$ cat src/hw/rtl/mrst_pkg.sv
package mrst_pkg;

  localparam int MAX_POINTS = 1024;
  localparam int IDX_W      = $clog2(MAX_POINTS);
  localparam int CNT_W      = $clog2(MAX_POINTS + 1);

  localparam int RATE_W  = 40;
  localparam int ROUND_W = 8;
  localparam int TOL_W   = 16;
  localparam int CFG_W   = 16;
  localparam int STEP_W  = 7;

  localparam int SQRT_STEPS = 32;
  localparam int DIV_STEPS  = 71;

  localparam logic [RATE_W-1:0] RATE_ONE  = 40'h00_0001_0000;
  localparam logic [RATE_W-1:0] RATIO_MAX = 40'hFF_FFFF_FFFF;

  localparam logic REG_TOLERANCE  = 1'b0;
  localparam logic REG_ITER_LIMIT = 1'b1;

  typedef struct packed {
    logic             pt_wr;
    logic [IDX_W-1:0] wr_addr;
    logic             rd;
    logic             rd_pick;
    logic [IDX_W-1:0] rd_addr;
    logic             from_ld;
    logic             sq_mul;
    logic             sqrt_ld;
    logic             sqrt_step;
    logic             mul_w;
    logic             edge_fin;
    logic             init;
    logic             min_clr;
    logic             mark;
    logic             sums_clr;
    logic             sums_acc;
    logic             rate_one;
    logic             div_ld;
    logic             div_step;
    logic             rate_upd;
  } mrst_cmd_t;

  typedef struct packed {
    logic in_tree;
    logic conv;
  } mrst_sts_t;

endpackage

$ cat src/hw/rtl/mrst_ctrl.sv
module mrst_ctrl (
  input  logic                          clk,
  input  logic                          rst_n,
  input  logic                          in_tvalid,
  input  logic                          in_tlast,
  output logic                          in_tready,
  input  logic                          out_busy,
  output logic                          out_load,
  input  logic [mrst_pkg::ROUND_W-1:0]  iter_limit,
  input  mrst_pkg::mrst_sts_t           sts,
  output mrst_pkg::mrst_cmd_t           cmd,
  output logic [mrst_pkg::ROUND_W-1:0]  rounds,
  output logic                          conv
);

  localparam logic [3:0] S_LOAD   = 4'd0;
  localparam logic [3:0] S_RSTART = 4'd1;
  localparam logic [3:0] S_FROM   = 4'd2;
  localparam logic [3:0] S_FROM2  = 4'd3;
  localparam logic [3:0] S_RD     = 4'd4;
  localparam logic [3:0] S_RD2    = 4'd5;
  localparam logic [3:0] S_SQ1    = 4'd6;
  localparam logic [3:0] S_SQ     = 4'd7;
  localparam logic [3:0] S_W1     = 4'd8;
  localparam logic [3:0] S_W2     = 4'd9;
  localparam logic [3:0] S_MARK   = 4'd10;
  localparam logic [3:0] S_REND   = 4'd11;
  localparam logic [3:0] S_DIV    = 4'd12;
  localparam logic [3:0] S_RUPD   = 4'd13;
  localparam logic [3:0] S_DONE   = 4'd14;

  logic [3:0]                   state_r, state_nxt;
  logic [mrst_pkg::CNT_W-1:0]   count_r, count_nxt;
  logic [mrst_pkg::CNT_W-1:0]   j_r, j_nxt;
  logic [mrst_pkg::CNT_W-1:0]   step_r, step_nxt;
  logic [mrst_pkg::STEP_W-1:0]  cnt_r, cnt_nxt;
  logic [mrst_pkg::ROUND_W-1:0] rounds_r, rounds_nxt;
  logic                         init_r, init_nxt;
  logic                         conv_r, conv_nxt;
  logic [mrst_pkg::CNT_W-1:0]   last_idx;
  logic [mrst_pkg::ROUND_W-1:0] limit;

  assign last_idx = count_r - mrst_pkg::CNT_W'(1);
  assign limit    = (iter_limit == '0) ? mrst_pkg::ROUND_W'(1) : iter_limit;
  assign rounds   = rounds_r;
  assign conv     = conv_r;

  always_comb begin
    state_nxt  = state_r;
    count_nxt  = count_r;
    j_nxt      = j_r;
    step_nxt   = step_r;
    cnt_nxt    = cnt_r;
    rounds_nxt = rounds_r;
    init_nxt   = init_r;
    conv_nxt   = conv_r;
    cmd        = '0;
    cmd.wr_addr = count_r[mrst_pkg::IDX_W-1:0];
    cmd.rd_addr = j_r[mrst_pkg::IDX_W-1:0];
    cmd.init    = init_r;
    in_tready  = 1'b0;
    out_load   = 1'b0;
    case (state_r)
      S_LOAD: begin
        in_tready = 1'b1;
        if (in_tvalid) begin
          if (count_r < mrst_pkg::CNT_W'(mrst_pkg::MAX_POINTS)) begin
            cmd.pt_wr = 1'b1;
            count_nxt = count_r + mrst_pkg::CNT_W'(1);
          end
          if (in_tlast) begin
            cmd.rate_one = 1'b1;
            rounds_nxt   = '0;
            state_nxt    = S_RSTART;
          end
        end
      end
      S_RSTART: begin
        cmd.sums_clr = 1'b1;
        rounds_nxt   = rounds_r + mrst_pkg::ROUND_W'(1);
        step_nxt     = '0;
        init_nxt     = 1'b1;
        state_nxt    = (count_r >= mrst_pkg::CNT_W'(2)) ? S_FROM : S_REND;
      end
      S_FROM: begin
        cmd.rd      = 1'b1;
        cmd.rd_pick = !init_r;
        cmd.rd_addr = '0;
        state_nxt   = S_FROM2;
      end
      S_FROM2: begin
        cmd.from_ld = 1'b1;
        cmd.min_clr = 1'b1;
        j_nxt       = mrst_pkg::CNT_W'(1);
        state_nxt   = S_RD;
      end
      S_RD: begin
        cmd.rd    = 1'b1;
        state_nxt = S_RD2;
      end
      S_RD2: begin
        if (sts.in_tree && !init_r) begin
          if (j_r == last_idx) begin
            state_nxt = S_MARK;
          end else begin
            j_nxt     = j_r + mrst_pkg::CNT_W'(1);
            state_nxt = S_RD;
          end
        end else begin
          cmd.sq_mul = 1'b1;
          state_nxt  = S_SQ1;
        end
      end
      S_SQ1: begin
        cmd.sqrt_ld = 1'b1;
        cnt_nxt     = '0;
        state_nxt   = S_SQ;
      end
      S_SQ: begin
        cmd.sqrt_step = 1'b1;
        cnt_nxt       = cnt_r + mrst_pkg::STEP_W'(1);
        if (cnt_r == mrst_pkg::STEP_W'(mrst_pkg::SQRT_STEPS - 1)) begin
          state_nxt = S_W1;
        end
      end
      S_W1: begin
        cmd.mul_w = 1'b1;
        state_nxt = S_W2;
      end
      S_W2: begin
        cmd.edge_fin = 1'b1;
        if (j_r == last_idx) begin
          state_nxt = S_MARK;
        end else begin
          j_nxt     = j_r + mrst_pkg::CNT_W'(1);
          state_nxt = S_RD;
        end
      end
      S_MARK: begin
        cmd.mark     = 1'b1;
        cmd.sums_acc = 1'b1;
        step_nxt     = step_r + mrst_pkg::CNT_W'(1);
        init_nxt     = 1'b0;
        state_nxt    = (step_nxt == last_idx) ? S_REND : S_FROM;
      end
      S_REND: begin
        if (sts.conv) begin
          conv_nxt  = 1'b1;
          state_nxt = S_DONE;
        end else begin
          cmd.div_ld = 1'b1;
          cnt_nxt    = '0;
          state_nxt  = S_DIV;
        end
      end
      S_DIV: begin
        cmd.div_step = 1'b1;
        cnt_nxt      = cnt_r + mrst_pkg::STEP_W'(1);
        if (cnt_r == mrst_pkg::STEP_W'(mrst_pkg::DIV_STEPS - 1)) begin
          state_nxt = S_RUPD;
        end
      end
      S_RUPD: begin
        cmd.rate_upd = 1'b1;
        if (rounds_r >= limit) begin
          conv_nxt  = 1'b0;
          state_nxt = S_DONE;
        end else begin
          state_nxt = S_RSTART;
        end
      end
      S_DONE: begin
        if (!out_busy) begin
          out_load  = 1'b1;
          count_nxt = '0;
          state_nxt = S_LOAD;
        end
      end
      default: begin
        state_nxt = S_LOAD;
      end
    endcase
  end

  always_ff @(posedge clk) begin
    if (!rst_n) begin
      state_r  <= S_LOAD;
      count_r  <= '0;
      j_r      <= '0;
      step_r   <= '0;
      cnt_r    <= '0;
      rounds_r <= '0;
      init_r   <= 1'b1;
      conv_r   <= 1'b0;
    end else begin
      state_r  <= state_nxt;
      count_r  <= count_nxt;
      j_r      <= j_nxt;
      step_r   <= step_nxt;
      cnt_r    <= cnt_nxt;
      rounds_r <= rounds_nxt;
      init_r   <= init_nxt;
      conv_r   <= conv_nxt;
    end
  end

endmodule

$ cat config.mk
export PLATFORM = sky130hd
export DESIGN_NAME = mrst_ctrl
export DESIGN_NICKNAME = d
export VERILOG_FILES = /design/src/hw/rtl/mrst_pkg.sv /design/src/hw/rtl/mrst_ctrl.sv
export SDC_FILE = /design/constraint.sdc
export NUM_CORES = 1
export LEC_CHECK = 0
export BUFFER_PORTS_ARGS = -buffer_cell sky130_fd_sc_hd__buf_2
export CORE_MARGIN = 2
export CORE_UTILIZATION = 63
export DETAILED_ROUTE_END_ITERATION = 10
export HOLD_SLACK_MARGIN = 0.03
export PLACE_DENSITY = 0.87
export SKIP_CTS_REPAIR_TIMING = 1
export SYNTH_ARGS = -nofsm -noshare
export SYNTH_HDL_FRONTEND = slang
export SYNTH_SLANG_ARGS = --single-unit
$ cat constraint.sdc
create_clock -name clk -period 8.6 [get_ports clk]
set_clock_uncertainty 0.1 [all_clocks]
set_input_delay 0.43 -clock clk [delete_from_list [all_inputs] [get_ports clk]]
set_output_delay 0.43 -clock clk [all_outputs]
set_load 0.02 [all_outputs]
==> results of run 1 <==
==> placed cells by master, fill, tap and decap left out, types with 7 or more instances in the layout <==
cell      instances
a21oi_1          17
xor2_1           21
or3_1             7
o211ai_1          7
nor2_1           54
and2_1            8
nand4_1          12
o21ai_0          20
inv_1            20
nor2b_1          15
dfxtp_1          54
nor3_1           16
and3_1           11
nor4_1            7
nand2_1          43
nand3_1          21
buf_2            63
a21boi_0          9
xnor2_1          19
ha_1             15
nand2b_1         17
==> flip-flops by register name, indices dropped and copies added (netlist names) <==
signal and cells:
count_r 11, j_r 11, step_r 11, rounds 8, cnt_r 7, state_r 4
conv 1, init_r 1
==> report_power, final <==
group          switching [µW]  internal (µW)
clock                    85.8           87.4
combinational            95.5           64.8
sequential               16.9            255
==> cells in the mapped netlist, drive strengths merged, types with 3 or more instances <==
cell type | instances | area (µm²)
dfxtp | 54 | 1080
and4 | 6 | 52.6
a21boi | 10 | 75.1
or2 | 7 | 43.8
nor4 | 7 | 43.8
mux2i | 5 | 50.1
nand2b | 17 | 106
nand4 | 13 | 96.3
o21ai | 25 | 136
a211oi | 4 | 30.0
a211o | 3 | 26.3
nor3 | 18 | 100
buf | 20 | 143
a2111oi | 7 | 71.3
and2 | 8 | 50.1
clkbuf | 30 | 113
and3 | 11 | 68.8
nor3b | 4 | 30.0
ha | 15 | 188
nor2 | 54 | 203
a21oi | 18 | 93.8
o21a | 4 | 30.0
nand3 | 21 | 105
nand2 | 43 | 161
or3 | 7 | 43.8
xor2 | 21 | 184
a31oi | 4 | 25.0
nor2b | 15 | 93.8
inv | 21 | 78.8
o211ai | 7 | 52.6
o31ai | 3 | 27.5
o211a | 4 | 40.0
xnor2 | 19 | 166
or4 | 7 | 56.3
==> worst reg2reg max path, stage by stage (launching register included) <==
cell	delay, ps
dfxtp_1	750
inv_1	220
ha_1	350
o21ba_2	230
a221o_1	340
a2111oi_1	470
nand4_1	350
or2_1	350
o311ai_1	250
nand3_1	110
==> through the flow <==
| step | setup slack [ps] | total power (µW) | instances | hold slack (ps) | util (%) |
|---|---|---|---|---|---|
| after CTS | 5020 | 601 | 648 | 366 | 70.1 |
| after global placement | 5160 | 428 | 640 | 384 | 68.5 |
| final | 4980 | 605 | 648 | 368 | 70.1 |
| after global routing | 4650 | 632 | 648 | 383 | 70.1 |
| after detailed placement | 5060 | 433 | 640 | 398 | 68.5 |
| after floorplan | 5520 | 400 | 550 | 359 | - |
==> layer usage <==
metal  global-route usage (%)  share of wire [%]  up-vias
li1                         -                  -     1995
met1                     38.1                 44     1978
met2                     48.3                 47      193
met3                     4.91                6.9       27
met4                     9.67                2.0        0
met5                        0                  0        -
==> cell families after synthesis <==
kind of cell | Yosys count | share of synthesized area [%]
compound gates | 115 | 19.9
xor+xnor | 42 | 9.32
fa+ha+maj | 15 | 4.43
buf+inv | 71 | 7.88
flops | 54 | 25.5
mux | 5 | 1.18
simple gates | 248 | 31.7
==> layout make-up <==
type / count / area [µm²]
Fill cell: 551 / 1920
Clock buffer: 7 / 76.3
Inverter: 21 / 78.8
Sequential cell: 54 / 1080
Tap cell: 77 / 96.3
Timing Repair Buffer: 63 / 315
Multi-Input combinational cell: 425 / 2830
Clock inverter: 1 / 30.0
==> final timing paths <==
path                   start    endpoint  slack [ps]  depth (start not counted)
setup / recovery  count_r[0]  state_r[2]        4980                          9
hold reg to reg    step_r[9]   step_r[9]         420                          2
setup reg to reg  count_r[0]  state_r[2]        4980                          9
hold / removal        sts[0]        conv         370                          3
==> results_dict.tcl, run 1 <==
set metrics [dict create \
    insertion_delay_ps 310 \
    grt_usage_pct 29.0 \
    grt_pass1_wl_mm 17.7 \
    crit_path_max_incr_delay_ps 750 \
    ys_types 79 \
    clock_path_buffers 2 \
    ys_seq_area_share_pct 25.5 \
    vias 4193 \
    drtIter0Drc 435 \
    status "completed" \
    firstDrtPassIters 5 \
    syn_inst 550 \
    period_minus_slack_ps 3620 \
    slowest_stage "dfxtp_1" \
    ys_async_sr_fraction_pct 0 \
    antenna_found_initial 0 \
    ys_seq_elements 54 \
    crit_path_end_kind "register" \
    synth_ff_type "dfxtp_1" \
    fin_crit_sh_pct 42.1 \
    hpwl_mm 7.83 \
    die_w_um 86.0 \
    clk_pin_slew_ps 100 \
    die-area_um2 7400 \
    cp.arrival_ps 3720 \
    cp_cell_sequence "inv_1 -> ha_1 -> o21ba_2 -> a221o_1 -> a2111oi_1 -> nand4_1 -> or2_1 -> o311ai_1 -> nand3_1" \
    grt_pass1_vias 3775 \
    drv_cap 0 \
    cp_max_fo 19 \
    setup_tns_ps 0 \
    rsz0062_at_grt "no" \
    power_density_nw_per_um2 134 \
    setup_viol 0 \
    avgSynthCellArea_um2 7.71 \
    core_um2 6420 \
    worstSetupPathType "register to register" \
    drc 0 \
    cts.sinks 54 \
    synth_edf_count 0 \
    overflow 0 \
    ant_nets 0 \
    hold_viol_final 0 \
    slew_viol_final 0 \
    grt_max_degree 30 \
    antenna_cells 0 \
    portBuffers 63 \
    die_y_um 86.0 \
    rows 29 \
    postPlaceCellArea_um2 4400 \
    design_area_um2 4500 \
    drt-total-wl_mm 10.6 \
    start_util_pct 66.0 \
    cp.required_ps 8700 \
    h-tree-depth 2 \
    hold_class "input port to register" \
    maxSlewHeadroom_pct 55.3 \
    crit_buf_inv 1 \
    ios 64 \
    peakVddDrop_v 0.0000748 \
    start_kind "register" \
    drt-wirelength-per-cell_um 16.4 \
    path_delay_family "compound AO/OA/AOI/OAI gates" \
    cts_tree "yes" \
    max_clock_freq_mhz 276 \
    synthToLayoutAreaGrowth_pct 6.20 \
    cts_root_buffer "clkbuf_8" \
    cts_buffers 5 \
    worst_pin_slew_ps 665 \
    yosysWarnings 0 \
    nNetsFinal 600 \
    p_leak_uw 0.00189 \
    viasPerCell 6.47 \
    synth_nets 580 \
    syn-cell-area_um2 4240 \
    place.gp.congestion 0.944 \
    drive_above_1_share_pct 14.9 \
]
(Power assumes the default switching activity.)
==> run 2, diff against run 1 <==
--- a/config.mk
+++ b/config.mk
@@ -7,10 +7,10 @@
 export LEC_CHECK = 0
 export BUFFER_PORTS_ARGS = -buffer_cell sky130_fd_sc_hd__buf_2
 export CORE_MARGIN = 2
-export CORE_UTILIZATION = 63
+export CORE_UTILIZATION = 52
 export DETAILED_ROUTE_END_ITERATION = 10
 export HOLD_SLACK_MARGIN = 0.03
-export PLACE_DENSITY = 0.87
+export PLACE_DENSITY = 0.77
 export SKIP_CTS_REPAIR_TIMING = 1
 export SYNTH_ARGS = -nofsm -noshare
 export SYNTH_HDL_FRONTEND = slang
==> constraint.sdc (replaced) <==
create_clock -name clk -period 3.1 [get_ports clk]
set_clock_uncertainty 0.1 [all_clocks]
set_input_delay 0.155 -clock clk [delete_from_list [all_inputs] [get_ports clk]]
set_output_delay 0.155 -clock clk [all_outputs]
set_load 0.02 [all_outputs]
==> run 2 against run 1 <==
  * Maximum frequency is 24% higher
  * Cell count grew 7.6%
  * Highest routed layer unchanged
  * Via count is 0.31% higher
==> results_dict.tcl, run 2 (same netlist as run 1, synthesis figures left out) <==
set metrics [dict create \
    status "completed" \
    rsz0062_at_grt "no" \
    die_w_um 94.3 \
    hold_viol_final 0 \
    drive_above_1_share_pct 19.3 \
    register_area_um2 1080 \
    p_leak_uw 0.00202 \
    portBuffers 63 \
    peakVddDrop_v 0.000226 \
    drc 0 \
    grt_pass1_wl_mm 18.2 \
    firstDrtPassIters 5 \
    hpwl_mm 8.40 \
    ant_nets 0 \
    h-tree-depth 2 \
    antenna_cells 0 \
    grt_usage_pct 25.3 \
    maxSlewHeadroom_pct 55.5 \
    setup_viol 0 \
    hold_ws_ps 78.9 \
    fin_crit_sh_pct 93.9 \
    drt-total-wl_mm 11.2 \
    viasPerCell 6.03 \
    place.gp.congestion 0.899 \
    clock_path_buffers 2 \
    nFillCells 726 \
    hold_class "input port to register" \
    period_minus_slack_ps 2910 \
    fin_cells 697 \
    die_y_um 94.3 \
    power_density_nw_per_um2 365 \
    cts.sinks 54 \
    dp_cells 689 \
    die-area_um2 8890 \
    drt-wirelength-per-cell_um 16.0 \
    cts_root_buffer "clkbuf_8" \
    largestRegisters "count_r x11, j_r x11, step_r x11" \
    core_um2 7810 \
    insertion_delay_ps 320 \
    ios 64 \
    multi_input_area_um2 2850 \
    nNetsFinal 624 \
    layout_common_cells "buf_2, nor2_1, dfxtp_1" \
    worstSetupPathType "register to register" \
    cts_buffers 5 \
    clk_pin_slew_ps 100 \
    rows 32 \
    max_clock_freq_mhz 343 \
    grt_pass1_vias 3860 \
    drtIter0Drc 229 \
    slew_viol_final 0 \
    cp.arrival_ps 3060 \
    antenna_found_initial 0 \
    vias 4206 \
    crit_path_end_kind "register" \
    cts_tree "yes" \
    drv_cap 0 \
    setup_tns_ps 0 \
    mostFrequentLayoutCell "buf_2" \
    worst_pin_slew_ps 665 \
    cp.required_ps 3250 \
    overflow 0 \
    cp_max_fo 7 \
    grt_max_degree 30 \
    start_kind "register" \
    synthToLayoutAreaGrowth_pct 11.8 \
    start_util_pct 54.3 \
]
[run 2: area by class of cell]
class / instances / area share, %
clock inverters: 3 / 0.844
clock buffers: 5 / 1.45
flip-flops and latches: 54 / 22.8
multi-input cells: 425 / 60.1
inverters: 21 / 1.66
well taps: 102 / 2.69
repair buffers: 87 / 10.4
[run 2: final timing paths]
kind	startpoint	to	slack, ps	cells past startpoint
worst min register to register	cnt_r[5]	cnt_r[5]	440	2
worst max-delay path	count_r[0]	j_r[10]	190	9
worst max register to register	count_r[0]	j_r[10]	190	9
worst min-delay path	sts[0]	conv	80	3
[run 2: where the power goes]
part           internal (µW)  switching, µW
Sequential               707           15.9
Combinational            219            307
Clock                    238            245
Total                   1160            568
[run 2: worst max-delay path, cell delays in order, from the launching register on]
cell and delay (ps):
dfxtp_1 330, inv_1 110, ha_2 280, or4b_4 540, nor3_2 240, xnor3_1 310, a41oi_1 300, nor3_2 110
or3_1 370, a21oi_1 150
[run 2: metal layers]
layer,GRT usage [%],share of wire (%),wire (µm)
met5,0,0,0
met4,10.4,2.7,302
met3,3.13,5.2,579
met2,41.0,46,5180
met1,34.1,46,5100
[run 2: through the flow]
step                      total power, µW  util, %  instance area, µm²  setup WS (ps)
after CTS                            1730     60.4                4720           36.9
after global routing                 1810     60.7                4740           26.6
final                                1730     60.7                4740            188
after floorplan                      1110        -                4240           20.6
after detailed placement             1250     59.0                4610           70.0
after global placement               1230     59.0                4610            195
